--- config.mk ---
export PLATFORM = sky130hd
export DESIGN_NAME = nmea_sentence_checker_top_flat
export DESIGN_NICKNAME = d
export VERILOG_FILES = /design/src/rtl/nsc_pkg.sv /design/src/rtl/nsc_in_if.sv /design/src/rtl/nsc_out_if.sv /design/src/rtl/nsc_cfg_if.sv /design/src/rtl/nsc_in_reg.sv /design/src/rtl/nsc_core.sv /design/src/rtl/nsc_out_reg.sv /design/src/rtl/nmea_sentence_checker_top.sv /design/src/flat_wrapper.sv
export VERILOG_INCLUDE_DIRS = /design/src /design/src/rtl
export SDC_FILE = /design/constraint.sdc
export NUM_CORES = 1
export LEC_CHECK = 0
export BUFFER_PORTS_ARGS = -buffer_cell sky130_fd_sc_hd__buf_2
export CAP_MARGIN = 20
export CORE_ASPECT_RATIO = 1.5
export CORE_MARGIN = 2
export CORE_UTILIZATION = 35
export CTS_CLUSTER_DIAMETER = 60
export DETAILED_ROUTE_END_ITERATION = 6
export PLACE_DENSITY = 0.62
export SYNTH_ARGS = -nofsm -noshare
export SYNTH_HDL_FRONTEND = slang
export SYNTH_HIERARCHICAL = 1
export SYNTH_SLANG_ARGS = --single-unit
--- constraint.sdc ---
create_clock -name clk -period 5.1 [get_ports clk]
set_input_delay 0.255 -clock clk [delete_from_list [all_inputs] [get_ports clk]]
set_output_delay 0.255 -clock clk [all_outputs]
set_load 0.02 [all_outputs]
--- src/rtl/nmea_sentence_checker_top_defines.svh ---
// assertion macros for the nmea sentence checker
// used by the top level only, no other dependencies
`ifndef NMEA_SENTENCE_CHECKER_TOP_DEFINES_SVH
`define NMEA_SENTENCE_CHECKER_TOP_DEFINES_SVH

`ifndef NO_ASSERTIONS
`define NSC_ASSERT_IMP(label, ante, cons) \
    label: assert property (@(posedge clk) disable iff (!rst_n) (ante) |-> (cons)) \
        else $error("nsc assertion failed");
`define NSC_ASSERT_NEXT(label, ante, cons) \
    label: assert property (@(posedge clk) disable iff (!rst_n) (ante) |=> (cons)) \
        else $error("nsc assertion failed");
`else
`define NSC_ASSERT_IMP(label, ante, cons)
`define NSC_ASSERT_NEXT(label, ante, cons)
`endif

`endif

--- src/rtl/nsc_pkg.sv ---
// types, codes and lookup tables for the nmea sentence checker
// no dependencies
`timescale 1ns / 1ps
`default_nettype none

package nsc_pkg;

    localparam int POS_W      = 10;
    localparam int TYPE_COUNT = 20;
    localparam int NAME_LEN   = 7;
    localparam int TALKER_COUNT = 6;

    localparam logic [POS_W-1:0] POS_MAX          = 10'd1023;
    localparam logic [POS_W-1:0] MAX_LENGTH_RESET = 10'd82;

    localparam logic [7:0] CHAR_DOLLAR = 8'h24;
    localparam logic [7:0] CHAR_STAR   = 8'h2A;
    localparam logic [7:0] CHAR_COMMA  = 8'h2C;
    localparam logic [7:0] CHAR_0      = 8'h30;
    localparam logic [7:0] CHAR_9      = 8'h39;
    localparam logic [7:0] CHAR_UA     = 8'h41;
    localparam logic [7:0] CHAR_UF     = 8'h46;
    localparam logic [7:0] CHAR_LA     = 8'h61;
    localparam logic [7:0] CHAR_LF     = 8'h66;

    localparam logic [1:0] FRAME_OK        = 2'd0;
    localparam logic [1:0] FRAME_NO_DOLLAR = 2'd1;
    localparam logic [1:0] FRAME_TOO_LONG  = 2'd2;

    localparam logic [1:0] CSUM_MATCH      = 2'd0;
    localparam logic [1:0] CSUM_MISMATCH   = 2'd1;
    localparam logic [1:0] CSUM_BAD_FORMAT = 2'd2;

    localparam logic [2:0] TALKER_NONE = 3'd0;
    localparam logic [4:0] TYPE_UNKNOWN = 5'd0;

    // names are right-justified, first character in the highest used byte
    localparam logic [NAME_LEN*8-1:0] TYPE_NAMES [TYPE_COUNT] = '{
        "GGA", "GLL", "GSA", "GSV", "RMC", "VTG", "ZDA", "GST", "GNS", "NAVPOS",
        "NAVVEL", "NAVTIME", "NAVACC", "ANTSTAT", "TIMTP", "TIMEM", "LSF", "LPS",
        "SIGNAL", "IPADD"
    };
    localparam int TYPE_LENS [TYPE_COUNT] = '{
        3, 3, 3, 3, 3, 3, 3, 3, 3, 6, 6, 7, 6, 7, 5, 5, 3, 3, 6, 5
    };
    localparam logic [15:0] TALKER_NAMES [TALKER_COUNT] = '{
        "GP", "BD", "GB", "GL", "GA", "GN"
    };

    typedef struct packed {
        logic [7:0] data_byte;
        logic       last_byte;
    } nsc_byte_t;

    typedef struct packed {
        logic [1:0]       frame_status;
        logic [1:0]       checksum_status;
        logic [2:0]       talker_id;
        logic [4:0]       sentence_type;
        logic [POS_W-1:0] field_count;
        logic [7:0]       computed_checksum;
        logic [7:0]       received_checksum;
    } nsc_result_t;

    typedef struct packed {
        logic       valid;
        logic [3:0] nibble;
    } nsc_hex_t;

    function automatic nsc_hex_t hex_decode(input logic [7:0] c);
        nsc_hex_t h;
        h.valid  = 1'b1;
        h.nibble = 4'd0;
        if (c >= CHAR_0 && c <= CHAR_9) begin
            h.nibble = 4'(c - CHAR_0);
        end else if (c >= CHAR_UA && c <= CHAR_UF) begin
            h.nibble = 4'(c - CHAR_UA + 8'd10);
        end else if (c >= CHAR_LA && c <= CHAR_LF) begin
            h.nibble = 4'(c - CHAR_LA + 8'd10);
        end else begin
            h.valid = 1'b0;
        end
        return h;
    endfunction

    function automatic logic [2:0] talker_lookup(input logic [7:0] c1, input logic [7:0] c2);
        logic [2:0] t;
        t = TALKER_NONE;
        // scan backwards so the first entry in the list wins
        for (int i = TALKER_COUNT - 1; i >= 0; i--) begin
            if (c1 == TALKER_NAMES[i][15:8] && c2 == TALKER_NAMES[i][7:0]) begin
                t = 3'(i + 1);
            end
        end
        return t;
    endfunction

    function automatic logic [4:0] type_lookup(input logic [NAME_LEN-1:0][7:0] win,
                                               input logic [3:0] n);
        logic [4:0] t;
        logic       hit;
        int         len;
        int         idx;
        t = TYPE_UNKNOWN;
        for (int i = TYPE_COUNT - 1; i >= 0; i--) begin
            len = TYPE_LENS[i];
            hit = (n == 4'(len));
            for (int k = 0; k < NAME_LEN; k++) begin
                idx = (k < len) ? 8 * (len - 1 - k) : 0;
                if (k < len && win[k] != TYPE_NAMES[i][idx +: 8]) begin
                    hit = 1'b0;
                end
            end
            if (hit) begin
                t = 5'(i + 1);
            end
        end
        return t;
    endfunction

endpackage

`default_nettype wire

--- src/rtl/nsc_in_if.sv ---
// input channel of the nmea sentence checker: one sentence byte per transaction
// no dependencies
`timescale 1ns / 1ps
`default_nettype none

interface nsc_in_if;
    logic       valid;
    logic       ready;
    logic [7:0] data_byte;
    logic       last_byte;

    modport source (output valid, output data_byte, output last_byte, input ready);
    modport sink   (input valid, input data_byte, input last_byte, output ready);
endinterface

`default_nettype wire

--- src/rtl/nsc_out_if.sv ---
// result channel of the nmea sentence checker: one report per sentence
// no dependencies
`timescale 1ns / 1ps
`default_nettype none

interface nsc_out_if;
    logic       valid;
    logic       ready;
    logic [1:0] frame_status;
    logic [1:0] checksum_status;
    logic [2:0] talker_id;
    logic [4:0] sentence_type;
    logic [9:0] field_count;
    logic [7:0] computed_checksum;
    logic [7:0] received_checksum;

    modport source (output valid, output frame_status, output checksum_status,
                    output talker_id, output sentence_type, output field_count,
                    output computed_checksum, output received_checksum, input ready);
    modport sink   (input valid, input frame_status, input checksum_status,
                    input talker_id, input sentence_type, input field_count,
                    input computed_checksum, input received_checksum, output ready);
endinterface

`default_nettype wire

--- src/rtl/nsc_cfg_if.sv ---
// configuration write channel of the nmea sentence checker (max_length)
// no dependencies
`timescale 1ns / 1ps
`default_nettype none

interface nsc_cfg_if;
    logic       valid;
    logic       ready;
    logic [9:0] max_length;

    modport source (output valid, output max_length, input ready);
    modport sink   (input valid, input max_length, output ready);
endinterface

`default_nettype wire

--- src/rtl/nsc_in_reg.sv ---
// input register: holds one sentence byte until the core takes it
// depends on nsc_pkg and nsc_in_if
`timescale 1ns / 1ps
`default_nettype none

module nsc_in_reg (
    input  wire logic         clk,
    input  wire logic         rst_n,
    nsc_in_if.sink            sentence,
    output nsc_pkg::nsc_byte_t item,
    output logic              item_valid,
    input  wire logic         item_take
);
    import nsc_pkg::*;

    logic      valid_reg;
    nsc_byte_t item_reg;

    assign sentence.ready = !valid_reg || item_take;
    assign item_valid     = valid_reg;
    assign item           = item_reg;

    always_ff @(posedge clk or negedge rst_n)
    begin
        if (!rst_n)
        begin
            valid_reg <= 1'b0;
        end
        else if (sentence.valid && sentence.ready)
        begin
            valid_reg <= 1'b1;
        end
        else if (item_take)
        begin
            valid_reg <= 1'b0;
        end
    end

    always_ff @(posedge clk)
    begin
        if (sentence.valid && sentence.ready)
        begin
            item_reg.data_byte <= sentence.data_byte;
            item_reg.last_byte <= sentence.last_byte;
        end
    end

endmodule

`default_nettype wire

--- src/rtl/nsc_core.sv ---
// sentence state and single-pass result logic of the nmea sentence checker
// depends on nsc_pkg
`timescale 1ns / 1ps
`default_nettype none

module nsc_core #(
    parameter int HEAD_CHARS = 9
) (
    input  wire logic                     clk,
    input  wire logic                     rst_n,
    input  wire nsc_pkg::nsc_byte_t       item,
    input  wire logic                     item_valid,
    output logic                          item_take,
    input  wire logic                     res_free,
    input  wire logic [nsc_pkg::POS_W-1:0] max_length,
    output logic                          res_valid,
    output nsc_pkg::nsc_result_t          res
);
    import nsc_pkg::*;

    logic [POS_W-1:0] byte_pos_reg, byte_pos_next;
    logic [7:0]       xor_reg, xor_next;
    logic             star_seen_reg, star_seen_next;
    logic [POS_W-1:0] star_pos_reg, star_pos_next;
    logic             delim_seen_reg, delim_seen_next;
    logic [POS_W-1:0] delim_pos_reg, delim_pos_next;
    logic [7:0]       head_reg [HEAD_CHARS];
    logic [7:0]       head_next [HEAD_CHARS];
    logic [7:0]       tail0_reg, tail0_next, tail1_reg, tail1_next;
    logic [POS_W-1:0] delim_cnt_reg, delim_cnt_next;
    logic             dollar_reg, dollar_next;

    logic [7:0]       b;
    logic [POS_W-1:0] pos;
    logic [POS_W-1:0] type_end;
    logic [POS_W-1:0] type_start;
    logic [NAME_LEN-1:0][7:0] win1, win3;
    nsc_hex_t         hex_hi, hex_lo;
    logic [7:0]       rx_value;

    assign item_take = item_valid && (!item.last_byte || res_free);
    assign res_valid = item_take && item.last_byte;
    assign b   = item.data_byte;
    assign pos = byte_pos_reg;

    // state update for the byte in the input register
    always_comb
    begin
        dollar_next = (pos == '0) ? (b == CHAR_DOLLAR) : dollar_reg;
        for (int i = 0; i < HEAD_CHARS; i++)
        begin
            head_next[i] = (pos == POS_W'(i)) ? b : head_reg[i];
        end
        tail0_next = tail1_reg;
        tail1_next = b;
        delim_cnt_next = delim_cnt_reg;
        if ((b == CHAR_COMMA || b == CHAR_STAR) && delim_cnt_reg < POS_MAX)
        begin
            delim_cnt_next = delim_cnt_reg + 1'b1;
        end
        star_seen_next = star_seen_reg;
        star_pos_next  = star_pos_reg;
        xor_next       = xor_reg;
        if (!star_seen_reg)
        begin
            if (b == CHAR_STAR)
            begin
                star_seen_next = 1'b1;
                star_pos_next  = pos;
            end
            else if (pos != '0)
            begin
                xor_next = xor_reg ^ b;
            end
        end
        delim_seen_next = delim_seen_reg;
        delim_pos_next  = delim_pos_reg;
        if (b == CHAR_COMMA && !delim_seen_reg && pos != '0)
        begin
            delim_seen_next = 1'b1;
            delim_pos_next  = pos;
        end
        byte_pos_next = (pos < POS_MAX) ? pos + 1'b1 : POS_MAX;
    end

    // type name windows for the two possible start offsets
    always_comb
    begin
        for (int k = 0; k < NAME_LEN; k++)
        begin
            win1[k] = (k + 1 < HEAD_CHARS) ? head_next[(k + 1 < HEAD_CHARS) ? k + 1 : 0] : 8'd0;
            win3[k] = (k + 3 < HEAD_CHARS) ? head_next[(k + 3 < HEAD_CHARS) ? k + 3 : 0] : 8'd0;
        end
    end

    assign hex_hi   = hex_decode(tail0_next);
    assign hex_lo   = hex_decode(tail1_next);
    assign rx_value = {hex_hi.nibble, hex_lo.nibble};

    // result of the sentence ending with this byte
    always_comb
    begin
        if (!dollar_next)
        begin
            res.frame_status = FRAME_NO_DOLLAR;
        end
        else if (byte_pos_next > max_length)
        begin
            res.frame_status = FRAME_TOO_LONG;
        end
        else
        begin
            res.frame_status = FRAME_OK;
        end

        res.talker_id = talker_lookup(head_next[1], head_next[2]);

        type_end = delim_seen_next ? delim_pos_next
                 : (star_seen_next ? star_pos_next : byte_pos_next);
        type_start = (res.talker_id != TALKER_NONE) ? POS_W'(3) : POS_W'(1);
        res.sentence_type = TYPE_UNKNOWN;
        if (res.frame_status == FRAME_OK && type_end >= type_start
            && type_end <= POS_W'(HEAD_CHARS))
        begin
            res.sentence_type = type_lookup((res.talker_id != TALKER_NONE) ? win3 : win1,
                                            4'(type_end - type_start));
        end

        res.received_checksum = 8'd0;
        if (!star_seen_next || byte_pos_next < POS_W'(3)
            || star_pos_next != byte_pos_next - POS_W'(3)
            || !hex_hi.valid || !hex_lo.valid)
        begin
            res.checksum_status = CSUM_BAD_FORMAT;
        end
        else
        begin
            res.received_checksum = rx_value;
            res.checksum_status   = (rx_value == xor_next) ? CSUM_MATCH : CSUM_MISMATCH;
        end

        res.field_count = '0;
        if (res.frame_status == FRAME_OK)
        begin
            res.field_count = (delim_cnt_next < POS_MAX) ? delim_cnt_next + 1'b1 : POS_MAX;
        end
        res.computed_checksum = xor_next;
    end

    always_ff @(posedge clk or negedge rst_n)
    begin
        if (!rst_n)
        begin
            byte_pos_reg   <= '0;
            xor_reg        <= '0;
            star_seen_reg  <= 1'b0;
            star_pos_reg   <= '0;
            delim_seen_reg <= 1'b0;
            delim_pos_reg  <= '0;
            for (int i = 0; i < HEAD_CHARS; i++)
            begin
                head_reg[i] <= '0;
            end
            tail0_reg      <= '0;
            tail1_reg      <= '0;
            delim_cnt_reg  <= '0;
            dollar_reg     <= 1'b0;
        end
        else if (item_take)
        begin
            if (item.last_byte)
            begin
                // sentence done, start the next one from scratch
                byte_pos_reg   <= '0;
                xor_reg        <= '0;
                star_seen_reg  <= 1'b0;
                star_pos_reg   <= '0;
                delim_seen_reg <= 1'b0;
                delim_pos_reg  <= '0;
                for (int i = 0; i < HEAD_CHARS; i++)
                begin
                    head_reg[i] <= '0;
                end
                tail0_reg      <= '0;
                tail1_reg      <= '0;
                delim_cnt_reg  <= '0;
                dollar_reg     <= 1'b0;
            end
            else
            begin
                byte_pos_reg   <= byte_pos_next;
                xor_reg        <= xor_next;
                star_seen_reg  <= star_seen_next;
                star_pos_reg   <= star_pos_next;
                delim_seen_reg <= delim_seen_next;
                delim_pos_reg  <= delim_pos_next;
                for (int i = 0; i < HEAD_CHARS; i++)
                begin
                    head_reg[i] <= head_next[i];
                end
                tail0_reg      <= tail0_next;
                tail1_reg      <= tail1_next;
                delim_cnt_reg  <= delim_cnt_next;
                dollar_reg     <= dollar_next;
            end
        end
    end

endmodule

`default_nettype wire

--- src/rtl/nsc_out_reg.sv ---
// result register: holds one sentence report until the receiver takes it
// depends on nsc_pkg and nsc_out_if
`timescale 1ns / 1ps
`default_nettype none

module nsc_out_reg (
    input  wire logic                 clk,
    input  wire logic                 rst_n,
    input  wire logic                 res_valid,
    input  wire nsc_pkg::nsc_result_t res,
    output logic                      res_free,
    nsc_out_if.source                 report
);
    import nsc_pkg::*;

    logic        valid_reg;
    nsc_result_t res_reg;

    assign res_free = !valid_reg || report.ready;

    assign report.valid             = valid_reg;
    assign report.frame_status      = res_reg.frame_status;
    assign report.checksum_status   = res_reg.checksum_status;
    assign report.talker_id         = res_reg.talker_id;
    assign report.sentence_type     = res_reg.sentence_type;
    assign report.field_count       = res_reg.field_count;
    assign report.computed_checksum = res_reg.computed_checksum;
    assign report.received_checksum = res_reg.received_checksum;

    always_ff @(posedge clk or negedge rst_n)
    begin
        if (!rst_n)
        begin
            valid_reg <= 1'b0;
        end
        else if (res_valid)
        begin
            valid_reg <= 1'b1;
        end
        else if (report.ready)
        begin
            valid_reg <= 1'b0;
        end
    end

    always_ff @(posedge clk)
    begin
        if (res_valid)
        begin
            res_reg <= res;
        end
    end

endmodule

`default_nettype wire

--- src/rtl/nmea_sentence_checker_top.sv ---
// nmea-0183 sentence checker
// sentence: one byte per transaction, last_byte set on the final byte of a sentence.
// report: one transaction per sentence with frame, checksum, talker, type and field count.
// cfg: writes max_length (reset 82); write only while no sentence is in flight.
// a byte accepted into the input register is taken by the core, which updates the sentence
// state and, on the last byte, loads the report register; report.valid comes from that
// register and rises once the last byte has passed through the input and report registers.
// throughput is one byte per cycle unless a final byte waits for the report register.
// while report is stalled, non-final bytes keep flowing; a final byte waits in the input
// register until the held report is taken, and sentence.ready stays low while it waits.
// reset clears all sentence state, empties both registers and restores max_length.
// depends on nsc_pkg, the channel interfaces, the defines header, nsc_in_reg, nsc_core and nsc_out_reg
`timescale 1ns / 1ps
`default_nettype none

`include "nmea_sentence_checker_top_defines.svh"

module nmea_sentence_checker_top #(
    parameter int HEAD_CHARS = 9
) (
    input  wire logic clk,
    input  wire logic rst_n,
    nsc_in_if.sink    sentence,
    nsc_out_if.source report,
    nsc_cfg_if.sink   cfg
);
    import nsc_pkg::*;

    nsc_byte_t        item;
    logic             item_valid;
    logic             item_take;
    logic             res_free;
    logic             res_valid;
    nsc_result_t      res;
    logic [POS_W-1:0] max_length_reg;

    assign cfg.ready = 1'b1;

    always_ff @(posedge clk or negedge rst_n)
    begin
        if (!rst_n)
        begin
            max_length_reg <= MAX_LENGTH_RESET;
        end
        else if (cfg.valid && cfg.ready)
        begin
            max_length_reg <= cfg.max_length;
        end
    end

    nsc_in_reg u_in_reg (
        .clk        (clk),
        .rst_n      (rst_n),
        .sentence   (sentence),
        .item       (item),
        .item_valid (item_valid),
        .item_take  (item_take)
    );

    nsc_core #(
        .HEAD_CHARS (HEAD_CHARS)
    ) u_core (
        .clk        (clk),
        .rst_n      (rst_n),
        .item       (item),
        .item_valid (item_valid),
        .item_take  (item_take),
        .res_free   (res_free),
        .max_length (max_length_reg),
        .res_valid  (res_valid),
        .res        (res)
    );

    nsc_out_reg u_out_reg (
        .clk       (clk),
        .rst_n     (rst_n),
        .res_valid (res_valid),
        .res       (res),
        .res_free  (res_free),
        .report    (report)
    );

    // a new report never overwrites one that is still waiting
    `NSC_ASSERT_IMP(a_no_overwrite, res_valid, res_free)
    `NSC_ASSERT_IMP(a_bad_frame_clears, report.valid && report.frame_status != FRAME_OK,
                    report.field_count == '0 && report.sentence_type == TYPE_UNKNOWN)
    `NSC_ASSERT_IMP(a_legal_frame_counts, report.valid && report.frame_status == FRAME_OK,
                    report.field_count != '0)
    `NSC_ASSERT_IMP(a_bad_format_no_rx,
                    report.valid && report.checksum_status == CSUM_BAD_FORMAT,
                    report.received_checksum == 8'd0)

endmodule

`default_nettype wire
--- src/flat_wrapper.sv ---
// flat-port wrapper written by rule: the top's interface ports become plain ports
module nmea_sentence_checker_top_flat import nsc_pkg::*;
#(
    parameter int HEAD_CHARS = 9
)
  (clk, rst_n, sentence_valid, sentence_data_byte, sentence_last_byte, sentence_ready, report_valid, report_frame_status, report_checksum_status, report_talker_id, report_sentence_type, report_field_count, report_computed_checksum, report_received_checksum, report_ready, cfg_valid, cfg_max_length, cfg_ready);
  nsc_in_if sentence_i ();
  nsc_out_if report_i ();
  nsc_cfg_if cfg_i ();
  input  wire logic clk;
  input  wire logic rst_n;
  input wire logic [$bits(sentence_i.valid)-1:0] sentence_valid;
  input wire logic [$bits(sentence_i.data_byte)-1:0] sentence_data_byte;
  input wire logic [$bits(sentence_i.last_byte)-1:0] sentence_last_byte;
  output wire logic [$bits(sentence_i.ready)-1:0] sentence_ready;
  output wire logic [$bits(report_i.valid)-1:0] report_valid;
  output wire logic [$bits(report_i.frame_status)-1:0] report_frame_status;
  output wire logic [$bits(report_i.checksum_status)-1:0] report_checksum_status;
  output wire logic [$bits(report_i.talker_id)-1:0] report_talker_id;
  output wire logic [$bits(report_i.sentence_type)-1:0] report_sentence_type;
  output wire logic [$bits(report_i.field_count)-1:0] report_field_count;
  output wire logic [$bits(report_i.computed_checksum)-1:0] report_computed_checksum;
  output wire logic [$bits(report_i.received_checksum)-1:0] report_received_checksum;
  input wire logic [$bits(report_i.ready)-1:0] report_ready;
  input wire logic [$bits(cfg_i.valid)-1:0] cfg_valid;
  input wire logic [$bits(cfg_i.max_length)-1:0] cfg_max_length;
  output wire logic [$bits(cfg_i.ready)-1:0] cfg_ready;
  assign sentence_i.valid = sentence_valid;
  assign sentence_i.data_byte = sentence_data_byte;
  assign sentence_i.last_byte = sentence_last_byte;
  assign sentence_ready = sentence_i.ready;
  assign report_valid = report_i.valid;
  assign report_frame_status = report_i.frame_status;
  assign report_checksum_status = report_i.checksum_status;
  assign report_talker_id = report_i.talker_id;
  assign report_sentence_type = report_i.sentence_type;
  assign report_field_count = report_i.field_count;
  assign report_computed_checksum = report_i.computed_checksum;
  assign report_received_checksum = report_i.received_checksum;
  assign report_i.ready = report_ready;
  assign cfg_i.valid = cfg_valid;
  assign cfg_i.max_length = cfg_max_length;
  assign cfg_ready = cfg_i.ready;
  nmea_sentence_checker_top #(.HEAD_CHARS(HEAD_CHARS)) u_core (.clk(clk), .rst_n(rst_n), .sentence(sentence_i), .report(report_i), .cfg(cfg_i));
endmodule
==> impl_metrics.json <==
{
  "status": "finished, final reports clean",
  "rsz0062_at_grt": "false",
  "cellPowerDensity_mw_per_mm2": 354,
  "synth-edff-count": 47,
  "drc": 0,
  "cts.path.max_buffers": 2,
  "drive_above_1_share_pct": 15.0,
  "crit_path_max_fanout": 11,
  "async_flop_share_pct": 74.2,
  "maxCapViolCount": 0,
  "largest_register_ffs": 64,
  "cts.clk_slew.worst_paths_ns": 0.07,
  "fmax_mhz": 213,
  "ant_nets": 0,
  "cts_buffers": 17,
  "finalSetupViolations": 0,
  "grt_max_degree": 131,
  "ys_types": 97,
  "slew_viol_final": 0,
  "dp_cells": 2106,
  "coreArea_mm2": 0.0374,
  "cts_root_buffer": "clkbuf_16",
  "arrival_ns": 4.91,
  "synth_nets": 1631,
  "multi_input_area_mm2": 0.00779,
  "finalWirelength_um": 52500,
  "ys_ff_latch": 182,
  "worstSetupPathType": "reg -> reg",
  "synthToLayoutAreaGrowth_pct": 14.4,
  "drt_iter0_markers": 1130,
  "dr.pass1.iters": 6,
  "place.gp.congestion": 1.06,
  "drt-wirelength-per-cell_um": 24.4,
  "gr-total-overflow": 0,
  "die_x_um": 163,
  "htreeDepth": 4,
  "finalSetupTns_ns": 0,
  "synth_area_mm2": 0.0132,
  "p_leak_uw": 0.00617,
  "hp-class": "in -> reg",
  "fin_skew_ns": 0.0163,
  "vdd_ir_drop_max_v": 0.000254,
  "chipHeight_um": 242,
  "seq_area_mm2": 0.00479,
  "fillCellCount": 3806,
  "track_usage_pct": 26.7,
  "die_area_mm2": 0.0394,
  "worstSetupStartpointType": "flip-flop",
  "seq_area_frac_synth_pct": 36.2,
  "end_kind": "flip-flop",
  "io_pins": 65,
  "cts_tree": "yes",
  "hold_depth": 1,
  "stdcell_count": 2149,
  "max-slew-margin-rel_pct": 36.3,
  "clk_latency_ns": 0.46,
  "synth_cells": 1581,
  "hold_violations": 0,
  "dp.final_hpwl_um": 39900,
  "antenna_found_initial": 1,
  "cts.sink_count": 182,
  "yosys_warnings": 6,
  "antenna_cells": 0,
  "fin_nets": 1697,
  "vias_per_cell": 6.10,
  "finalCritPeriodShare_pct": 92.1,
  "r2r_cells": 15,
  "fp-row-count": 87,
  "routed-via-count": 13100,
  "fin_crit_ns": 4.70,
  "yosys_most_used_dff": "dfrtp_1",
  "tightest_slew_ns": 0.942,
  "grt_pass1_vias": 12600,
  "synth.avg_cell_area_um2": 8.38,
  "cp.required_ns": 5.31,
  "initial_core_util_pct": 35.4,
  "grt_pass1_wl_um": 79200,
  "port_buffers": 63
}
## metal layers
metal | GRT usage (%) | vias to the layer above | routed length, um
li1 | - | 5952 | -
met1 | 30.9 | 6412 | 20000
met2 | 45.3 | 565 | 25900
met3 | 3.61 | 170 | 2490
met4 | 18.2 | 2 | 4170
met5 | 0 | - | 13
## power by group
group | internal [uW] | switching [uW] | leakage (uW)
clock | 653 | 673 | 0.000283
combinational | 729 | 1300 | 0.00362
sequential | 1730 | 278 | 0.00226
## worst paths after layout
check / slack [ns] / start / to
min in group asynchronous: 0.36 / rst_n / u_core/u_core/head_reg[41]$_DFFE_PN0P_
worst min-delay path: 0.03 / sentence_data_byte[2] / u_core/u_in_reg/item[3]$_DFFE_PP_
worst min register to register: 0.50 / u_core/u_core/tail0_next[5]$_DFFE_PN0P_ / u_core/u_core/tail0_next[5]$_DFFE_PN0P_
worst max-delay path: 0.40 / u_core/u_core/byte_pos_reg[7]$_DFFE_PN0P_ / u_core/u_out_reg/report.sentence_type[0]$_DFFE_PP_
max in group asynchronous: 3.65 / rst_n / u_core/u_core/head_reg[0]$_DFFE_PN0P_
worst max register to register: 0.40 / u_core/u_core/byte_pos_reg[7]$_DFFE_PN0P_ / u_core/u_out_reg/report.sentence_type[0]$_DFFE_PP_
## cell usage after synthesis, drive strengths merged (44+ instances only)
library cell	number	share of area, %
nand2	207	5.9
o21ai	162	6.1
dfrtp	132	25
nor2	110	3.1
clkbuf	99	2.8
a22oi	75	4.3
a21oi	69	2.6
mux2i	52	3.9
nand3	50	2.0
edfxtp	47	11
inv	47	1.3
nor3	44	1.7
## stage by stage
stage	instance area (um^2)	power, uW	worst slack [ns]	utilization (%)	hold WS (ns)
6_report	15200	5370	0.401	40.5	0.0263
5_1_grt	15200	5660	0.155	40.5	0.00701
4_1_cts	15100	5350	0.247	40.4	0.00605
3_5_place_dp	14400	4010	0.254	38.6	0.305
3_3_place_gp	14400	3990	0.333	38.5	0.301
2_1_floorplan	13200	3230	0.287	-	-0.0406
## layout by cell type (no fill, tap or decap), types with 10 or more instances in the layout
cell             n
mux2i_1         52
o21ai_0        159
and3_1          13
xnor2_1         18
nor3b_1         18
o211ai_1        12
mux2_4          11
o31ai_1         10
inv_1           46
ha_1            26
a211oi_1        11
nor2b_1         26
a22oi_1         75
dfrtp_1        132
buf_4           91
nand2b_1        20
nor2_1         109
nand2_1        206
nand3b_1        14
clkbuf_16       17
nor3_1          43
nand4_1         23
dlygate4sd3_1   10
nor4b_1         13
buf_2           62
xor2_1          26
edfxtp_1        47
nand3_1         47
a21oi_1         69
nor4_1          17
a21o_1          11
a31oi_1         23
## critical path, stage by stage (launching register included)
cell and delay, ns:
dfrtp_1 0.53, or4_1 0.65, nor3_4 0.39, mux2i_1 0.43
a32oi_4 0.11, nand2_4 0.09, inv_2 0.04, ha_1 0.32
a31o_2 0.22, a311oi_2 0.38, xnor2_1 0.15, nor2b_1 0.17
nor4b_1 0.16, nand2b_1 0.15, or4_1 0.46, o21ba_1 0.20
## cell type report
class	instances	share of cell area, %
clock inverters	15	1.05
well taps	489	4.04
repair buffers	168	7.82
inverters	49	1.21
multi-input cells	1229	51.4
flip-flops and latches	182	31.6
clock buffers	17	2.81
## cells by family (layout without fill, tap and decap cells)
kind of cell | count (synthesis) | after routing | synth area share, %
XOR/XNOR | 44 | 44 | 2.91
adder cells (fa/ha/maj) | 26 | 26 | 2.46
AO/OA/AOI/OAI | 456 | 456 | 22.3
flip-flops | 182 | 182 | 36.2
other | 1 | 1 | 0.0283
buffers and inverters | 170 | 249 | 5.15
multiplexers | 71 | 71 | 5.86
AND/OR/NAND/NOR | 631 | 631 | 25.1
## what timing repair did
item / 4_1_cts / 5_1_grt
gates resized for setup: 0 / 1
endpoints found under the hold margin: 74 / 0
setup buffers: 0 / 0
hold buffers: 10 / 0
endpoints found under the setup margin: 0 / 1
Note: power is estimated with default switching activity, not from simulation.
